$ cat config.mk
export PLATFORM = sky130hd
export DESIGN_NAME = shared_buffer_elastic_multi_stack
export DESIGN_NICKNAME = d
export VERILOG_FILES = /design/src/hdl/sbems_pkg.sv /design/src/hdl/sbems_ram.sv /design/src/hdl/shared_buffer_elastic_multi_stack.sv
export SDC_FILE = /design/constraint.sdc
export NUM_CORES = 1
export LEC_CHECK = 0
export BUFFER_PORTS_ARGS = -buffer_cell sky130_fd_sc_hd__buf_4
export CAP_MARGIN = 20
export CORE_MARGIN = 4
export CORE_UTILIZATION = 25
export DETAILED_ROUTE_END_ITERATION = 10
export HOLD_SLACK_MARGIN = 0.05
export PLACE_DENSITY = 0.42
export SLEW_MARGIN = 20
export SYNTH_ARGS = -nofsm -noshare
export SYNTH_HDL_FRONTEND = slang
export SYNTH_SLANG_ARGS = --single-unit
export TNS_END_PERCENT = 100
$ cat constraint.sdc
create_clock -name clk -period 13.65 [get_ports clk]
set_input_delay 0.6825 -clock clk [delete_from_list [all_inputs] [get_ports clk]]
set_output_delay 0.6825 -clock clk [all_outputs]
set_load 0.05 [all_outputs]
$ cat src/hdl/sbems_pkg.sv
package sbems_pkg;

  localparam logic [1:0] MODE_PUSH = 2'd0;
  localparam logic [1:0] MODE_POP  = 2'd1;
  localparam logic [1:0] MODE_PEEK = 2'd2;

  localparam logic [1:0] STAT_OK    = 2'd0;
  localparam logic [1:0] STAT_FULL  = 2'd1;
  localparam logic [1:0] STAT_EMPTY = 2'd2;

  typedef struct packed {
    logic [1:0]         mode;
    logic [1:0]         stack_sel;
    logic signed [31:0] push_value;
  } sbems_in_t;

  typedef struct packed {
    logic signed [31:0] read_value;
    logic [1:0]         status;
  } sbems_out_t;

  typedef enum logic [3:0] {
    S_CLEAR,
    S_IDLE,
    S_DECODE,
    S_RDWAIT,
    S_PUSH,
    S_SCAN,
    S_MVSET,
    S_MVRD,
    S_MVWR,
    S_MVZERO,
    S_GROWFIN,
    S_DONE
  } sbems_state_t;

endpackage

$ cat src/hdl/sbems_ram.sv
module sbems_ram #(
  parameter int WIDTH = 32,
  parameter int DEPTH = 24
) (
  input  logic                     clk,
  input  logic                     we,
  input  logic [$clog2(DEPTH)-1:0] waddr,
  input  logic [WIDTH-1:0]         wdata,
  input  logic [$clog2(DEPTH)-1:0] raddr,
  output logic [WIDTH-1:0]         rdata
);

  logic [WIDTH-1:0] mem [DEPTH];

  always_ff @(posedge clk) begin
    if (we) begin
      mem[waddr] <= wdata;
    end
    rdata <= mem[raddr];
  end

endmodule

$ cat src/hdl/shared_buffer_elastic_multi_stack.sv
// Pop, peek and plain push take a word-store access; empty, full and ignored requests
// return a status straight from decode. A push into a full stack first scans in ring
// order for a stack with room, shifts every stack from that donor back towards the
// selected one up by one slot, then grows the selected stack and pushes. One item at a
// time; the next is accepted only once the result is registered. Reset (rst_n low,
// synchronous) restores the equal regions, then clears the whole word store.
module shared_buffer_elastic_multi_stack
  import sbems_pkg::*;
#(
  parameter int NUM_STACKS    = 3,
  parameter int INIT_CAPACITY = 8
) (
  input  logic       clk,
  input  logic       rst_n,
  input  logic       in_valid,
  output logic       in_stall,
  input  sbems_in_t  in_data,
  output logic       out_valid,
  input  logic       out_stall,
  output sbems_out_t out_data
);

  localparam int DEPTH = NUM_STACKS * INIT_CAPACITY;
  localparam int AW    = $clog2(DEPTH);       // word address
  localparam int CW    = $clog2(DEPTH + 1);   // fill / capacity count
  localparam int PW    = $clog2(NUM_STACKS);  // stack pointer

  // Add an offset to a ring address; the sum always stays below 2*DEPTH.
  function automatic logic [AW-1:0] wrap_add(input logic [AW-1:0] a,
                                             input logic [CW-1:0] b);
    logic [CW:0] s;
    s = (CW+1)'(a) + (CW+1)'(b);
    if (s >= (CW+1)'(DEPTH)) begin
      s = s - (CW+1)'(DEPTH);
    end
    return s[AW-1:0];
  endfunction

  sbems_state_t state_r, state_nxt;

  // Per-stack bookkeeping, indexed through ptr_r outside reset.
  logic [AW-1:0] start_r [NUM_STACKS];
  logic [CW-1:0] fill_r  [NUM_STACKS];
  logic [CW-1:0] cap_r   [NUM_STACKS];
  logic [AW-1:0] start_nxt;
  logic [CW-1:0] fill_nxt, cap_nxt;
  logic          start_we, fill_we, cap_we;

  logic [CW-1:0] total_r, total_nxt;   // words held over all stacks
  logic [PW-1:0] ptr_r, ptr_nxt;       // stack being worked on
  logic [AW-1:0] clr_r, clr_nxt;       // clearing pass address
  logic [AW-1:0] base_r, base_nxt;     // start of the region being shifted
  logic [CW-1:0] idx_r, idx_nxt;       // destination offset of the next copy
  logic          first_r, first_nxt;   // shifting the donor stack

  logic [1:0]         mode_r, mode_nxt;
  logic [1:0]         sel_r, sel_nxt;
  logic [31:0]        val_r, val_nxt;
  logic [31:0]        res_val_r, res_val_nxt;
  logic [1:0]         res_st_r, res_st_nxt;
  logic               out_valid_r, out_valid_nxt;
  sbems_out_t         out_data_r, out_data_nxt;

  logic          ram_we;
  logic [AW-1:0] ram_waddr, ram_raddr;
  logic [31:0]   ram_wdata, ram_rdata;

  logic [PW-1:0] ptr_inc, ptr_dec;
  logic          sel_ok;
  logic          cur_full;

  sbems_ram #(
    .WIDTH(32),
    .DEPTH(DEPTH)
  ) u_ram (
    .clk   (clk),
    .we    (ram_we),
    .waddr (ram_waddr),
    .wdata (ram_wdata),
    .raddr (ram_raddr),
    .rdata (ram_rdata)
  );

  assign ptr_inc  = (ptr_r == PW'(NUM_STACKS - 1)) ? '0 : ptr_r + PW'(1);
  assign ptr_dec  = (ptr_r == '0) ? PW'(NUM_STACKS - 1) : ptr_r - PW'(1);
  assign sel_ok   = 32'(sel_r) < NUM_STACKS;
  assign cur_full = fill_r[ptr_r] >= cap_r[ptr_r];

  assign in_stall  = (state_r != S_IDLE);
  assign out_valid = out_valid_r;
  assign out_data  = out_data_r;

  always_comb begin
    state_nxt     = state_r;
    start_nxt     = start_r[ptr_r];
    fill_nxt      = fill_r[ptr_r];
    cap_nxt       = cap_r[ptr_r];
    start_we      = 1'b0;
    fill_we       = 1'b0;
    cap_we        = 1'b0;
    total_nxt     = total_r;
    ptr_nxt       = ptr_r;
    clr_nxt       = clr_r;
    base_nxt      = base_r;
    idx_nxt       = idx_r;
    first_nxt     = first_r;
    mode_nxt      = mode_r;
    sel_nxt       = sel_r;
    val_nxt       = val_r;
    res_val_nxt   = res_val_r;
    res_st_nxt    = res_st_r;
    out_valid_nxt = out_valid_r;
    out_data_nxt  = out_data_r;
    ram_we        = 1'b0;
    ram_waddr     = '0;
    ram_wdata     = '0;
    ram_raddr     = '0;

    // Drop the result once the consumer takes it.
    if (out_valid_r && !out_stall) begin
      out_valid_nxt = 1'b0;
    end

    unique case (state_r)
      S_CLEAR: begin
        // Zero the whole word store, one word per cycle.
        ram_we    = 1'b1;
        ram_waddr = clr_r;
        clr_nxt   = clr_r + AW'(1);
        if (clr_r == AW'(DEPTH - 1)) begin
          state_nxt = S_IDLE;
        end
      end
      S_IDLE: begin
        if (in_valid) begin
          mode_nxt    = in_data.mode;
          sel_nxt     = in_data.stack_sel;
          val_nxt     = in_data.push_value;
          ptr_nxt     = PW'(in_data.stack_sel);
          res_val_nxt = '0;
          res_st_nxt  = STAT_OK;
          state_nxt   = S_DECODE;
        end
      end
      S_DECODE: begin
        state_nxt = S_DONE;
        if (sel_ok) begin
          priority if (mode_r == MODE_PUSH) begin
            if (total_r >= CW'(DEPTH)) begin
              res_st_nxt = STAT_FULL;
            end else if (cur_full) begin
              // Look for the next stack in ring order with spare room.
              ptr_nxt   = ptr_inc;
              first_nxt = 1'b1;
              state_nxt = S_SCAN;
            end else begin
              state_nxt = S_PUSH;
            end
          end else if (mode_r == MODE_POP || mode_r == MODE_PEEK) begin
            if (fill_r[ptr_r] == '0) begin
              res_st_nxt = STAT_EMPTY;
            end else begin
              ram_raddr = wrap_add(start_r[ptr_r], fill_r[ptr_r] - CW'(1));
              state_nxt = S_RDWAIT;
            end
          end else begin
            res_st_nxt = STAT_OK;
          end
        end
      end
      S_RDWAIT: begin
        res_val_nxt = ram_rdata;
        if (mode_r == MODE_POP) begin
          ram_we    = 1'b1;
          ram_waddr = wrap_add(start_r[ptr_r], fill_r[ptr_r] - CW'(1));
          fill_nxt  = fill_r[ptr_r] - CW'(1);
          fill_we   = 1'b1;
          total_nxt = total_r - CW'(1);
        end
        state_nxt = S_DONE;
      end
      S_PUSH: begin
        // New top sits just above the old one.
        ram_we    = 1'b1;
        ram_waddr = wrap_add(start_r[ptr_r], fill_r[ptr_r]);
        ram_wdata = val_r;
        fill_nxt  = fill_r[ptr_r] + CW'(1);
        fill_we   = 1'b1;
        total_nxt = total_r + CW'(1);
        state_nxt = S_DONE;
      end
      S_SCAN: begin
        if (cur_full) begin
          ptr_nxt = ptr_inc;
        end else begin
          state_nxt = S_MVSET;
        end
      end
      S_MVSET: begin
        // Donor moves one word less than its capacity; a full stack in between moves its whole capacity.
        base_nxt = start_r[ptr_r];
        idx_nxt  = first_r ? cap_r[ptr_r] - CW'(1) : cap_r[ptr_r];
        if ((first_r && cap_r[ptr_r] == CW'(1)) || (!first_r && cap_r[ptr_r] == '0)) begin
          state_nxt = S_MVZERO;
        end else begin
          state_nxt = S_MVRD;
        end
      end
      S_MVRD: begin
        ram_raddr = wrap_add(base_r, idx_r - CW'(1));
        state_nxt = S_MVWR;
      end
      S_MVWR: begin
        ram_we    = 1'b1;
        ram_waddr = wrap_add(base_r, idx_r);
        ram_wdata = ram_rdata;
        idx_nxt   = idx_r - CW'(1);
        state_nxt = (idx_r == CW'(1)) ? S_MVZERO : S_MVRD;
      end
      S_MVZERO: begin
        // Vacate the bottom slot and advance the region start.
        ram_we    = 1'b1;
        ram_waddr = base_r;
        start_nxt = wrap_add(base_r, CW'(1));
        start_we  = 1'b1;
        if (first_r) begin
          cap_nxt = cap_r[ptr_r] - CW'(1);
          cap_we  = 1'b1;
        end
        first_nxt = 1'b0;
        ptr_nxt   = ptr_dec;
        state_nxt = (ptr_dec == PW'(sel_r)) ? S_GROWFIN : S_MVSET;
      end
      S_GROWFIN: begin
        cap_nxt   = cap_r[ptr_r] + CW'(1);
        cap_we    = 1'b1;
        state_nxt = S_PUSH;
      end
      S_DONE: begin
        // Hold the result until the output register is free.
        if (!out_valid_r || !out_stall) begin
          out_valid_nxt           = 1'b1;
          out_data_nxt.read_value = res_val_r;
          out_data_nxt.status     = res_st_r;
          state_nxt               = S_IDLE;
        end
      end
      default: state_nxt = S_IDLE;
    endcase
  end

  always_ff @(posedge clk) begin
    if (!rst_n) begin
      state_r     <= S_CLEAR;
      clr_r       <= '0;
      total_r     <= '0;
      ptr_r       <= '0;
      first_r     <= 1'b0;
      out_valid_r <= 1'b0;
      for (int k = 0; k < NUM_STACKS; k++) begin
        start_r[k] <= AW'(k * INIT_CAPACITY);
        fill_r[k]  <= '0;
        cap_r[k]   <= CW'(INIT_CAPACITY);
      end
    end else begin
      state_r     <= state_nxt;
      clr_r       <= clr_nxt;
      total_r     <= total_nxt;
      ptr_r       <= ptr_nxt;
      first_r     <= first_nxt;
      out_valid_r <= out_valid_nxt;
      if (start_we) begin
        start_r[ptr_r] <= start_nxt;
      end
      if (fill_we) begin
        fill_r[ptr_r] <= fill_nxt;
      end
      if (cap_we) begin
        cap_r[ptr_r] <= cap_nxt;
      end
    end
  end

  always_ff @(posedge clk) begin
    base_r     <= base_nxt;
    idx_r      <= idx_nxt;
    mode_r     <= mode_nxt;
    sel_r      <= sel_nxt;
    val_r      <= val_nxt;
    res_val_r  <= res_val_nxt;
    res_st_r   <= res_st_nxt;
    out_data_r <= out_data_nxt;
  end

endmodule

==> impl_metrics.json <==
{
  "via_per_inst": 4.67,
  "tightest_slew_ps": 1130,
  "r2r_setup_slack_ps": 7210,
  "rows": 148,
  "start_util_pct": 25.2,
  "synth.largest_area_cell": "edfxtp_1",
  "cts-hold-fix-buffers": 0,
  "antenna_found_initial": 0,
  "wl_mm": 124,
  "cp.arrival_ps": 6740,
  "rsz0062_at_grt": "no",
  "numCtsBuffers": 104,
  "die_y_um": 414,
  "slew_headroom_pct": 24.6,
  "grt_pass1_vias": 25700,
  "post-cts-setup-buffer-count": 0,
  "hold_viol": 0,
  "clk_pin_slew_worst_paths_ps": 60,
  "dr.pass1.iters": 5,
  "clkSinkCount": 994,
  "hold_class": "input port to register",
  "fmax_mhz": 155,
  "wl_per_cell_um": 22.5,
  "globalplace.congestion": 0.756,
  "finalPower_mw": 6.35,
  "cts_resized": 0,
  "vias": 25800,
  "critPathKind": "register to register",
  "synthCells": 3236,
  "grt_overflow": 0,
  "setup_ws_ps": 7210,
  "antenna_left": 0,
  "crit_path_end_kind": "register",
  "drv_slew": 0,
  "outcome": "finished, final reports clean",
  "n_fill_cell": 16600,
  "synth-seq-cells": 994,
  "finClkSkew_ps": 87.3,
  "layout.cells.non_filler": 5529,
  "clockBufferDepth": 3,
  "start_kind": "register",
  "drc": 0,
  "area_delta_synth_final_pct": 15.7,
  "grt_max_degree": 158,
  "dp_slack_ps": 7190,
  "setup_violations": 0,
  "seq_area_frac_synth_pct": 71.2,
  "pwr_density_cell_nw_per_um2": 133,
  "synth_top_cell_area_share_pct": 68.6,
  "pin_count": 76,
  "synth_nets": 3326,
  "io_buffers": 75,
  "synthFlopType": "edfxtp_1",
  "peakVddDrop_mv": 0.101,
  "drive_gt1_share_pct": 10.3,
  "min_from": "in_data[14]",
  "cts_tree": "done",
  "drt_iter0_markers": 2031,
  "tns_ps": 0,
  "grtUsageTotal_pct": 14.0,
  "cellLeakagePower_nw": 16.3,
  "netlist_top_cells_count": "942 x edfxtp_1, 872 x nand2_1, 163 x nand3_1, 158 x a21oi_1, 125 x nand4_1",
  "yosysMostFrequentCell": "edfxtp_1",
  "syn_area_per_cell_um2": 12.7,
  "dp.cells": 5334,
  "synth_area_um2": 41200,
  "synth.distinct_cells": 66,
  "worst-path-max-fanout": 17,
  "coreArea_um2": 163000,
  "synthArstFlopShare_pct": 0,
  "clock-root-buffer": "clkbuf_16",
  "nets": 3355,
  "dpl.hpwl_mm": 69.1,
  "maxCapViolCount": 0,
  "period_needed_ps": 6440,
  "die_area_um2": 171000,
  "grt_first_pass_wirelength_mm": 182,
  "fin_crit_sh_pct": 47.2,
  "holdWs_ps": 143,
  "cp.required_ps": 13950,
  "clkLatencyLatePin_ps": 720,
  "die_x_um": 414,
  "ys_warn_count": 0,
  "synth_area_leaders": "edfxtp_1 69%, nand2_1 7.9%, dfxtp_1 2.5%",
  "synth_edf_count": 942,
  "htree_num_levels": 3
}
==> cell usage in the layout, fill, tap and decap left out, drive strengths merged, types with 7 or more instances in the layout <==
cell type	n
and2	42
clkbuf	141
and3	74
a211oi	10
o21ai	63
a31oi	10
a22o	33
ha	45
buf	134
xor2	18
a21o	11
nand4	125
nor2	102
mux4	16
nand3	163
a41o	29
a311oi	65
a21oi	159
nand2	872
mux2i	9
inv	45
bufinv	7
clkinv	41
xnor2	22
nand2b	17
edfxtp	942
nor3	18
dfxtp	52
==> final cells by class <==
type,instances,area [um2],area share (%)
multi-input combinational,1987,11100,23.2
antenna,2,5.00,0.0105
clock inverter,52,524,1.10
sequential,994,29300,61.5
inverter,44,165,0.346
timing repair buffer,134,1030,2.16
clock buffer,141,2870,6.02
tap,2175,2720,5.70
==> state kept, by name, indices dropped and copies added, names as in the netlist, 4 cells and up, named ones only <==
name and flops:
u_ram.mem 768, out_data 34, res_val_r 32, u_ram.rdata 32, val_r 32, cap_r 20, fill_r 20, start_r 20
base_r 5, clr_r 5, idx_r 5, total_r 5, state_r 4
==> metal layers <==
layer / vias to the layer above / wire (um) / GRT usage, %
li1: 12000 / - / -
met1: 13200 / 58300 / 19.9
met2: 534 / 58000 / 22.6
met3: 148 / 4820 / 2.03
met4: 0 / 3060 / 3.57
met5: - / 0 / 0
==> power breakdown <==
part	switching, mW	total [mW]	leakage [nW]	internal, mW
Sequential	0.0261	3.37	8.41	3.35
Clock	1.23	2.84	1.65	1.61
Combinational	0.0933	0.139	6.21	0.0458
==> per-stage QoR <==
step / cell area [um2] / utilization (%)
after floorplan: 41200 / -
after global placement: 44300 / 27.1
after detailed placement: 44300 / 27.1
after CTS: 47700 / 29.2
after global routing: 47700 / 29.2
final: 47700 / 29.2
==> worst paths after layout <==
check / endpoint / depth (start not counted)
min: val_r[14]$_DFFE_PP_ / 1
min reg2reg: out_data[19]$_DFFE_PP_ / 0
max reg2reg: u_ram.mem[0][1]$_DFFE_PP_ / 15
max: u_ram.mem[0][1]$_DFFE_PP_ / 15
==> kinds of logic after synthesis <==
family	Yosys count	share of synthesized area, %
buffers and inverters	255	2.70
AOI/OAI and AO/OA	427	7.03
muxes	26	1.12
and+or+nand+nor	1444	15.5
adders and majority gates	50	1.61
DFF	994	71.2
xor gates and xnor gates	40	0.850
==> critical path, cell delays in order (launching register included) <==
cell and delay [ps]:
dfxtp_1 820, mux4_2 530, inv_1 160, ha_1 190
inv_1 70, or4_1 840, nand2_1 180, ha_1 320
o21ai_0 110, nand2b_1 90, a211oi_1 560, nor2_1 80
a211oi_1 420, nand2_1 510, nor2_4 690, buf_4 470
Note: power is estimated with default switching activity, not from simulation.
